File: src/rtl/indexed_list_insert_delete_assert.svh
// assertion macros used by the rtl
`ifndef INDEXED_LIST_INSERT_DELETE_ASSERT_SVH
`define INDEXED_LIST_INSERT_DELETE_ASSERT_SVH

// same-cycle implication
`define ILID_ASSERT_NOW(lbl, clk, rst, ante, cons, msg) \
   lbl: assert property (@(posedge clk) disable iff (rst) (ante) |-> (cons)) \
      else $error(msg);

// next-cycle implication
`define ILID_ASSERT_NEXT(lbl, clk, rst, ante, cons, msg) \
   lbl: assert property (@(posedge clk) disable iff (rst) (ante) |=> (cons)) \
      else $error(msg);

`endif

File: src/rtl/ilid_pkg.sv
`default_nettype none
package ilid_pkg;

   localparam int CAPACITY_DEF = 64;

   localparam int CMD_W    = 3;
   localparam int POS_W    = 7;
   localparam int VALUE_W  = 32;
   localparam int STATUS_W = 2;
   localparam int IDX_W    = 6;
   localparam int COUNT_W  = 7;

   localparam logic KIND_STATUS = 1'b0;
   localparam logic KIND_ELEM   = 1'b1;

   typedef enum logic [CMD_W-1:0] {
      CMD_CLEAR  = 3'd0,
      CMD_APPEND = 3'd1,
      CMD_DUMP   = 3'd2,
      CMD_INSERT = 3'd3,
      CMD_UPDATE = 3'd4,
      CMD_DELETE = 3'd5
   } cmd_type;

   typedef enum logic [STATUS_W-1:0] {
      STAT_OK     = 2'd0,
      STAT_BADPOS = 2'd1,
      STAT_FULL   = 2'd2
   } status_type;

   typedef enum logic [2:0] {
      S_IDLE,
      S_SHIFT_UP,
      S_PUT,
      S_SHIFT_DN,
      S_DUMP_RD,
      S_DUMP_LD,
      S_REPLY
   } state_type;

   // one result word handed to the output register
   typedef struct packed {
      logic                       valid;
      logic                       kind;
      status_type                 status;
      logic signed [VALUE_W-1:0]  element;
      logic [IDX_W-1:0]           element_index;
      logic [COUNT_W-1:0]         entry_count;
      logic                       last;
   } rsp_load_type;

endpackage
`default_nettype wire

File: src/rtl/indexed_list_insert_delete.sv
// channel   dir   tdata (lsb first)                                    tuser   tlast
// req_      in    position[6:0] value[38:7] pad[39]                    cmd     -
// rsp_      out   status[1:0] element[33:2] element_index[39:34]       kind    last
//                 entry_count[46:40] pad[47]
//
// one word in at a time; ready only while the sequencer is idle.
// clear, append, update and rejected edits finish in idle and go on to the status word.
// insert moves one entry a cycle through the ram, then writes the new value.
// delete shifts the entries above the position down; dump reads one entry at a time, waiting on result stalls.
// reset clears the count, the state and the result valid; the ram is not swept.
// a held result waits in the output register while the next word is accepted.
`default_nettype none
module indexed_list_insert_delete
   import ilid_pkg::*;
#(
   parameter int CAPACITY = CAPACITY_DEF
) (
   input  wire logic        clock,
   input  wire logic        reset,
   input  wire logic        req_tvalid,
   output logic             req_tready,
   input  wire logic [39:0] req_tdata,   // position, value
   input  wire logic [2:0]  req_tuser,   // cmd
   output logic             rsp_tvalid,
   input  wire logic        rsp_tready,
   output logic [47:0]      rsp_tdata,   // status, element, element_index, entry_count
   output logic             rsp_tuser,   // kind
   output logic             rsp_tlast
);

   localparam int AW = $clog2(CAPACITY);

   rsp_load_type        load;
   rsp_load_type        rsp_ff;
   logic                rsp_valid_ff;
   logic                slot_free;
   logic                ram_wr_en, ram_rd_en;
   logic [AW-1:0]       ram_wr_addr, ram_rd_addr;
   logic [VALUE_W-1:0]  ram_wr_data, ram_rd_data;

   assign slot_free = !rsp_valid_ff || rsp_tready;

   ilid_seq #(
      .CAPACITY (CAPACITY)
   ) u_seq (
      .clock       (clock),
      .reset       (reset),
      .req_valid   (req_tvalid),
      .req_ready   (req_tready),
      .req_cmd     (req_tuser),
      .req_pos     (req_tdata[POS_W-1:0]),
      .req_value   (req_tdata[POS_W+VALUE_W-1:POS_W]),
      .slot_free   (slot_free),
      .load        (load),
      .ram_wr_en   (ram_wr_en),
      .ram_wr_addr (ram_wr_addr),
      .ram_wr_data (ram_wr_data),
      .ram_rd_en   (ram_rd_en),
      .ram_rd_addr (ram_rd_addr),
      .ram_rd_data (ram_rd_data)
   );

   ilid_ram #(
      .WIDTH (VALUE_W),
      .DEPTH (CAPACITY)
   ) u_ram (
      .clock   (clock),
      .wr_en   (ram_wr_en),
      .wr_addr (ram_wr_addr),
      .wr_data (ram_wr_data),
      .rd_en   (ram_rd_en),
      .rd_addr (ram_rd_addr),
      .rd_data (ram_rd_data)
   );

   // output register
   always_ff @(posedge clock) begin
      if (reset) begin
         rsp_valid_ff <= 1'b0;
      end else if (load.valid) begin
         rsp_valid_ff <= 1'b1;
      end else if (rsp_tready) begin
         rsp_valid_ff <= 1'b0;
      end
      if (load.valid) begin
         rsp_ff <= load;
      end
   end

   assign rsp_tvalid = rsp_valid_ff;
   assign rsp_tuser  = rsp_ff.kind;
   assign rsp_tlast  = rsp_ff.last;
   assign rsp_tdata  = {1'b0, rsp_ff.entry_count, rsp_ff.element_index,
                        rsp_ff.element, rsp_ff.status};

`include "indexed_list_insert_delete_assert.svh"

   `ILID_ASSERT_NOW(a_no_overwrite, clock, reset, load.valid, slot_free, "result word overwritten")
   `ILID_ASSERT_NOW(a_ram_no_clash, clock, reset, ram_wr_en && ram_rd_en, ram_wr_addr != ram_rd_addr, "ram read and write hit one entry")
   `ILID_ASSERT_NOW(a_count_bound, clock, reset, rsp_tvalid, rsp_ff.entry_count <= COUNT_W'(CAPACITY), "count above capacity")
   `ILID_ASSERT_NEXT(a_busy_after_accept, clock, reset, req_tvalid && req_tready, !req_tready, "second word taken while busy")

endmodule
`default_nettype wire

File: src/rtl/ilid_ram.sv
`default_nettype none
module ilid_ram #(
   parameter int WIDTH = 32,
   parameter int DEPTH = 64
) (
   input  wire logic                     clock,
   input  wire logic                     wr_en,
   input  wire logic [$clog2(DEPTH)-1:0] wr_addr,
   input  wire logic [WIDTH-1:0]         wr_data,
   input  wire logic                     rd_en,
   input  wire logic [$clog2(DEPTH)-1:0] rd_addr,
   output logic      [WIDTH-1:0]         rd_data
);

   logic [WIDTH-1:0] mem_ff [DEPTH];
   logic [WIDTH-1:0] rd_data_ff;

   always_ff @(posedge clock) begin
      if (wr_en) begin
         mem_ff[wr_addr] <= wr_data;
      end
      if (rd_en) begin
         rd_data_ff <= mem_ff[rd_addr];
      end
   end

   assign rd_data = rd_data_ff;

endmodule
`default_nettype wire

File: src/rtl/ilid_seq.sv
`default_nettype none
module ilid_seq
   import ilid_pkg::*;
#(
   parameter int CAPACITY = CAPACITY_DEF
) (
   input  wire logic                        clock,
   input  wire logic                        reset,
   input  wire logic                        req_valid,
   output logic                             req_ready,
   input  wire logic [CMD_W-1:0]            req_cmd,
   input  wire logic [POS_W-1:0]            req_pos,
   input  wire logic signed [VALUE_W-1:0]   req_value,
   input  wire logic                        slot_free,
   output rsp_load_type                     load,
   output logic                             ram_wr_en,
   output logic [$clog2(CAPACITY)-1:0]      ram_wr_addr,
   output logic [VALUE_W-1:0]               ram_wr_data,
   output logic                             ram_rd_en,
   output logic [$clog2(CAPACITY)-1:0]      ram_rd_addr,
   input  wire logic [VALUE_W-1:0]          ram_rd_data
);

   localparam int AW = $clog2(CAPACITY);
   localparam logic [COUNT_W-1:0] CAP_COUNT = COUNT_W'(CAPACITY);

   state_type                  state_ff, state_in;
   status_type                 status_ff, status_in;
   logic [COUNT_W-1:0]         count_ff, count_in;
   logic [COUNT_W-1:0]         cursor_ff, cursor_in;
   logic [POS_W-1:0]           pos_ff, pos_in;
   logic signed [VALUE_W-1:0]  value_ff, value_in;

   logic [COUNT_W-1:0] count_inc, count_dec;
   logic [COUNT_W-1:0] cursor_inc, cursor_inc2, cursor_dec, cursor_dec2;
   logic [POS_W-1:0]   pos_inc;
   logic               full;

   assign count_inc   = count_ff + 1'b1;
   assign count_dec   = count_ff - 1'b1;
   assign cursor_inc  = cursor_ff + 1'b1;
   assign cursor_inc2 = cursor_ff + 2'd2;
   assign cursor_dec  = cursor_ff - 1'b1;
   assign cursor_dec2 = cursor_ff - 2'd2;
   assign pos_inc     = req_pos + 1'b1;
   assign full        = count_ff >= CAP_COUNT;

   always_ff @(posedge clock) begin
      if (reset) begin
         state_ff <= S_IDLE;
         count_ff <= '0;
      end else begin
         state_ff <= state_in;
         count_ff <= count_in;
      end
      status_ff <= status_in;
      cursor_ff <= cursor_in;
      pos_ff    <= pos_in;
      value_ff  <= value_in;
   end

   always_comb begin
      state_in    = state_ff;
      status_in   = status_ff;
      count_in    = count_ff;
      cursor_in   = cursor_ff;
      pos_in      = pos_ff;
      value_in    = value_ff;
      req_ready   = (state_ff == S_IDLE);
      ram_wr_en   = 1'b0;
      ram_wr_addr = cursor_ff[AW-1:0];
      ram_wr_data = ram_rd_data;
      ram_rd_en   = 1'b0;
      ram_rd_addr = cursor_ff[AW-1:0];
      load        = '0;

      case (state_ff)
         S_IDLE: begin
            if (req_valid) begin
               pos_in    = req_pos;
               value_in  = req_value;
               status_in = STAT_OK;
               state_in  = S_REPLY;
               case (cmd_type'(req_cmd))
                  CMD_CLEAR: begin
                     count_in = '0;
                  end
                  CMD_APPEND: begin
                     if (full) begin
                        status_in = STAT_FULL;
                     end else begin
                        ram_wr_en   = 1'b1;
                        ram_wr_addr = count_ff[AW-1:0];
                        ram_wr_data = req_value;
                        count_in    = count_inc;
                     end
                  end
                  CMD_DUMP: begin
                     if (count_ff != '0) begin
                        cursor_in = '0;
                        state_in  = S_DUMP_RD;
                     end
                  end
                  CMD_INSERT: begin
                     if (req_pos > count_ff) begin
                        status_in = STAT_BADPOS;
                     end else if (full) begin
                        status_in = STAT_FULL;
                     end else if (req_pos == count_ff) begin
                        ram_wr_en   = 1'b1;
                        ram_wr_addr = count_ff[AW-1:0];
                        ram_wr_data = req_value;
                        count_in    = count_inc;
                     end else begin
                        // top entry moves first, walking down to the slot
                        ram_rd_en   = 1'b1;
                        ram_rd_addr = count_dec[AW-1:0];
                        cursor_in   = count_ff;
                        state_in    = S_SHIFT_UP;
                     end
                  end
                  CMD_UPDATE: begin
                     if (req_pos >= count_ff) begin
                        status_in = STAT_BADPOS;
                     end else begin
                        ram_wr_en   = 1'b1;
                        ram_wr_addr = req_pos[AW-1:0];
                        ram_wr_data = req_value;
                     end
                  end
                  CMD_DELETE: begin
                     if (req_pos >= count_ff) begin
                        status_in = STAT_BADPOS;
                     end else if (req_pos == count_dec) begin
                        count_in = count_dec;
                     end else begin
                        ram_rd_en   = 1'b1;
                        ram_rd_addr = pos_inc[AW-1:0];
                        cursor_in   = req_pos;
                        state_in    = S_SHIFT_DN;
                     end
                  end
                  default: begin
                  end
               endcase
            end
         end

         S_SHIFT_UP: begin
            // write entry from last read, read the next one lower down
            ram_wr_en = 1'b1;
            cursor_in = cursor_dec;
            if (cursor_dec > pos_ff) begin
               ram_rd_en   = 1'b1;
               ram_rd_addr = cursor_dec2[AW-1:0];
            end else begin
               state_in = S_PUT;
            end
         end

         S_PUT: begin
            ram_wr_en   = 1'b1;
            ram_wr_addr = pos_ff[AW-1:0];
            ram_wr_data = value_ff;
            count_in    = count_inc;
            state_in    = S_REPLY;
         end

         S_SHIFT_DN: begin
            ram_wr_en = 1'b1;
            cursor_in = cursor_inc;
            if (cursor_inc2 < count_ff) begin
               ram_rd_en   = 1'b1;
               ram_rd_addr = cursor_inc2[AW-1:0];
            end else begin
               count_in = count_dec;
               state_in = S_REPLY;
            end
         end

         S_DUMP_RD: begin
            // only read once the output register can take the word
            if (slot_free) begin
               ram_rd_en = 1'b1;
               state_in  = S_DUMP_LD;
            end
         end

         S_DUMP_LD: begin
            load.valid         = 1'b1;
            load.kind          = KIND_ELEM;
            load.status        = STAT_OK;
            load.element       = ram_rd_data;
            load.element_index = cursor_ff[IDX_W-1:0];
            load.entry_count   = count_ff;
            load.last          = (cursor_inc == count_ff);
            if (cursor_inc == count_ff) begin
               state_in = S_IDLE;
            end else begin
               cursor_in = cursor_inc;
               state_in  = S_DUMP_RD;
            end
         end

         S_REPLY: begin
            if (slot_free) begin
               load.valid       = 1'b1;
               load.kind        = KIND_STATUS;
               load.status      = status_ff;
               load.entry_count = count_ff;
               load.last        = 1'b1;
               state_in         = S_IDLE;
            end
         end

         default: begin
            state_in = S_IDLE;
         end
      endcase
   end

endmodule
`default_nettype wire

File: config.mk
export PLATFORM = sky130hd
export DESIGN_NAME = indexed_list_insert_delete
export DESIGN_NICKNAME = d
export VERILOG_FILES = /design/src/rtl/ilid_pkg.sv /design/src/rtl/indexed_list_insert_delete.sv /design/src/rtl/ilid_ram.sv /design/src/rtl/ilid_seq.sv
export VERILOG_INCLUDE_DIRS = /design/src /design/src/rtl
export SDC_FILE = /design/constraint.sdc
export NUM_CORES = 2
export LEC_CHECK = 0
export BUFFER_PORTS_ARGS = -buffer_cell sky130_fd_sc_hd__buf_2
export CAP_MARGIN = 10
export CELL_PAD_IN_SITES_DETAIL_PLACEMENT = 0
export CELL_PAD_IN_SITES_GLOBAL_PLACEMENT = 1
export CORE_ASPECT_RATIO = 0.75
export CORE_MARGIN = 2
export CORE_UTILIZATION = 25
export DETAILED_ROUTE_END_ITERATION = 8
export PLACE_DENSITY_LB_ADDON = 0.1
export SLEW_MARGIN = 20
export SYNTH_ARGS = -nofsm -noshare
export SYNTH_HDL_FRONTEND = slang
export SYNTH_SLANG_ARGS = --single-unit
File: constraint.sdc
create_clock -name clock -period 9.3 [get_ports clock]
set_input_delay 0.93 -clock clock [delete_from_list [all_inputs] [get_ports clock]]
set_output_delay 0.93 -clock clock [all_outputs]
set_load 0.1 [all_outputs]
==> impl_metrics.ini <==
[die]
io_pins = 99
fp.dieW_um = 690.8
die-area_um2 = 358600
core_um2 = 352800
row_count = 189
start_util = 0.2507
die_y_um = 519.1

[clock_tree]
ctsLongestPathBuffers = 4
cts_inserted_buffers = 233
cts_setup_buffers = 0
clk-insertion-delay-late_ps = 920
htreeDepth = 4
clkTransAtPathRegs_ps = 60
cts_tree = built
post_cts_resized = 0
clockRootBuffer = clkbuf_16
ctsHoldBuffers = 0
cts.sinks = 2188

[worst_setup_path]
setup.worst_path.end_class = flip-flop
crit_fanout = 41
path_cells = inv_1 > ha_1 > nand4_1 > nor2_1 > a2111oi_1 > buf_4 > o211ai_1 > buf_4 > a21oi_1 > o21ai_1 > nand4_1 > nor2_4 > buf_12
max_stage_delay_ps = 1090
critical_path_class = reg -> reg
crit_required_ps = 9870
startpoint_type = flip-flop
slowest_stage = nor2_4
crit_arrival_ps = 7630

[sta]
max_freq_mhz = 141.7
skew_ps = 65.47
period_share = 0.7586
period_needed_ps = 7055
setup-tns-final_ps = 0
rsz0062_at_grt = no
hold_viol = 0
relSlewSlack = 0.1955
final-max-slew-violation-count = 0
finalSetupViolCount = 0
max_slew.worst_pin.slew_ps = 1207

[yosys]
synth_seq_cells = 2188
synth_most_common_cell = edfxtp_1
syn_nets = 6356
syn_area_um2 = 88440
synth_top_area_frac = 0.7391
synth_edf_count = 2177
yosys_warnings = 0
seq_area_frac_synth = 0.7416
async_flop_share = 0
synth_commonest_cells = edfxtp_1, nand2_1, nand3_1
postSynthAreaPerCell_um2 = 14.08
yosysTopAreaCell = edfxtp_1
ys_types = 85
synth_cells = 6280
ys.flop_type = edfxtp_1
synth_area_leaders = edfxtp_1, nand2_1, mux2i_1

[place]
dp_hpwl_um = 196100
io_buffers = 96
gp_congestion = 0.7784

[power]
ir_worst_vdd_mv = 0.3610
power_w = 0.04360
power_density_nw_per_um2 = 422.9
power.leakage_nw = 33.78

[route]
routedWlPerCell_um = 29.47
ant_nets = 0
wl_um = 334400
drtPass1Iterations = 6
drtIter0Drc = 5898
drc = 0
num_vias = 55666
via_per_inst = 4.905

[global_route]
grt-ovfl-total = 0
first_global_vias = 53686
grt_pass1_wl_um = 455600
grt_max_degree = 123
grt_use_total = 0.1809
antenna_found_initial = 51

[finish]
seqCellArea_um2 = 65600
finalNetCount = 6520
syn_to_final_growth_pct = 16.56
multi_input_area_um2 = 21890
drive_gt1_frac = 0.1223
fill_cells = 35233

[worst_hold_path]
worstHoldPathType = in -> reg

[flow_run]
cap_violations = 0

[run_status]
outcome = finished clean
[final cells by class]
| class | count | share of cell area |
|---|---|---|
| Sequential cell | 2188 | 0.6363 |
| Multi-Input combinational cell | 3645 | 0.2124 |
| Clock buffer | 307 | 0.06008 |
| Tap cell | 4679 | 0.05679 |
| Timing Repair Buffer | 353 | 0.02665 |
| Clock inverter | 108 | 0.005874 |
| Antenna cell | 45 | 0.001092 |
| Inverter | 23 | 0.0008374 |
[per-layer routing]
metal / global-route usage / vias up / share of wire
li1: - / 24479 / -
met1: 0.2760 / 29035 / 0.49
met2: 0.2601 / 1766 / 0.42
met3: 0.03597 / 374 / 0.067
met4: 0.04272 / 12 / 0.023
met5: 0.007310 / - / 0.00025
[where the power goes]
part / switching, W / internal (W) / total, W
Clock: 0.00395 / 0.00477 / 0.00872
Sequential: 0.000437 / 0.0144 / 0.0149
Combinational: 0.0153 / 0.00470 / 0.0200
Total: 0.0197 / 0.0239 / 0.0436
[flip-flops by register name (all words and copies together), names as in the netlist]
name	cells
rsp_tvalid	1
u_ram.mem_ff	2048
rsp_tdata	47
u_seq.cursor_ff	7
u_seq.count_ff	7
u_seq.value_ff	32
rsp_tuser	1
rsp_tlast	1
u_seq.state_ff	3
u_ram.rd_data	32
u_seq.status_ff	2
u_seq.pos_ff	7
[logic make-up (layout without fill, tap and decap cells)]
kind of cell / Yosys count / count (layout) / share of synthesized area
and+or+nand+nor: 2335 / 2335 / 0.1177
adders and majority gates: 29 / 29 / 0.004103
other: 1 / 46 / 0.00004240
AOI/OAI and AO/OA: 966 / 966 / 0.07823
DFF: 2188 / 2188 / 0.7416
muxes: 275 / 275 / 0.03117
buffers and inverters: 447 / 791 / 0.02324
xor gates and xnor gates: 39 / 39 / 0.003862
[final timing paths]
path	from	to	slack, ps	cells past startpoint
setup / recovery	u_seq.count_ff[4]$_SDFFE_PP0P_	u_ram.mem_ff[7][15]$_DFFE_PP_	2240	13
hold / removal	req_tdata[28]	u_seq.value_ff[21]$_DFFE_PP_	230	1
setup reg to reg	u_seq.count_ff[4]$_SDFFE_PP0P_	u_ram.mem_ff[7][15]$_DFFE_PP_	2240	13
hold reg to reg	u_seq.status_ff[0]$_DFFE_PP_	rsp_tdata[0]$_DFFE_PP_	540	1
[critical path, delay by kind of cell (launching register included)]
family	cells	cell delay (ps)
AOI/OAI and AO/OA	4	1310
buffers and inverters	4	1460
adders and majority gates	1	420
and+or+nand+nor	4	2610
DFF	1	800
[layout by cell type, fill, tap and decap left out, types with 54 or more instances in the layout]
master | netlist | layout
clkbuf_1 | 209 | 70
nor2_1 | 118 | 54
nor2_4 | 3 | 67
buf_4 | 22 | 232
nand4_1 | 68 | 68
and3_1 | 142 | 142
a22oi_1 | 138 | 138
nand2_1 | 1416 | 1416
buf_2 | 146 | 96
clkinv_1 | 0 | 60
mux2i_1 | 272 | 272
a21oi_1 | 173 | 173
edfxtp_1 | 2177 | 2177
a31oi_1 | 149 | 149
a32oi_1 | 228 | 228
clkbuf_16 | 0 | 237
nand3_1 | 425 | 424
[metrics by stage]
step	instances	worst slack [ps]	instance area, um2	util	hold slack, ps
2_1_floorplan	6280	2354	88440	-	496.7
3_3_place_gp	10883	2165	96030	0.2722	537.6
3_5_place_dp	10888	2159	96170	0.2726	530.7
4_1_cts	11303	2194	103000	0.2918	161.8
5_1_grt	11325	1938	103000	0.2920	188.7
6_report	11348	2245	103100	0.2922	233.9
No activity file was read; power rests on OpenSTA's default activity.
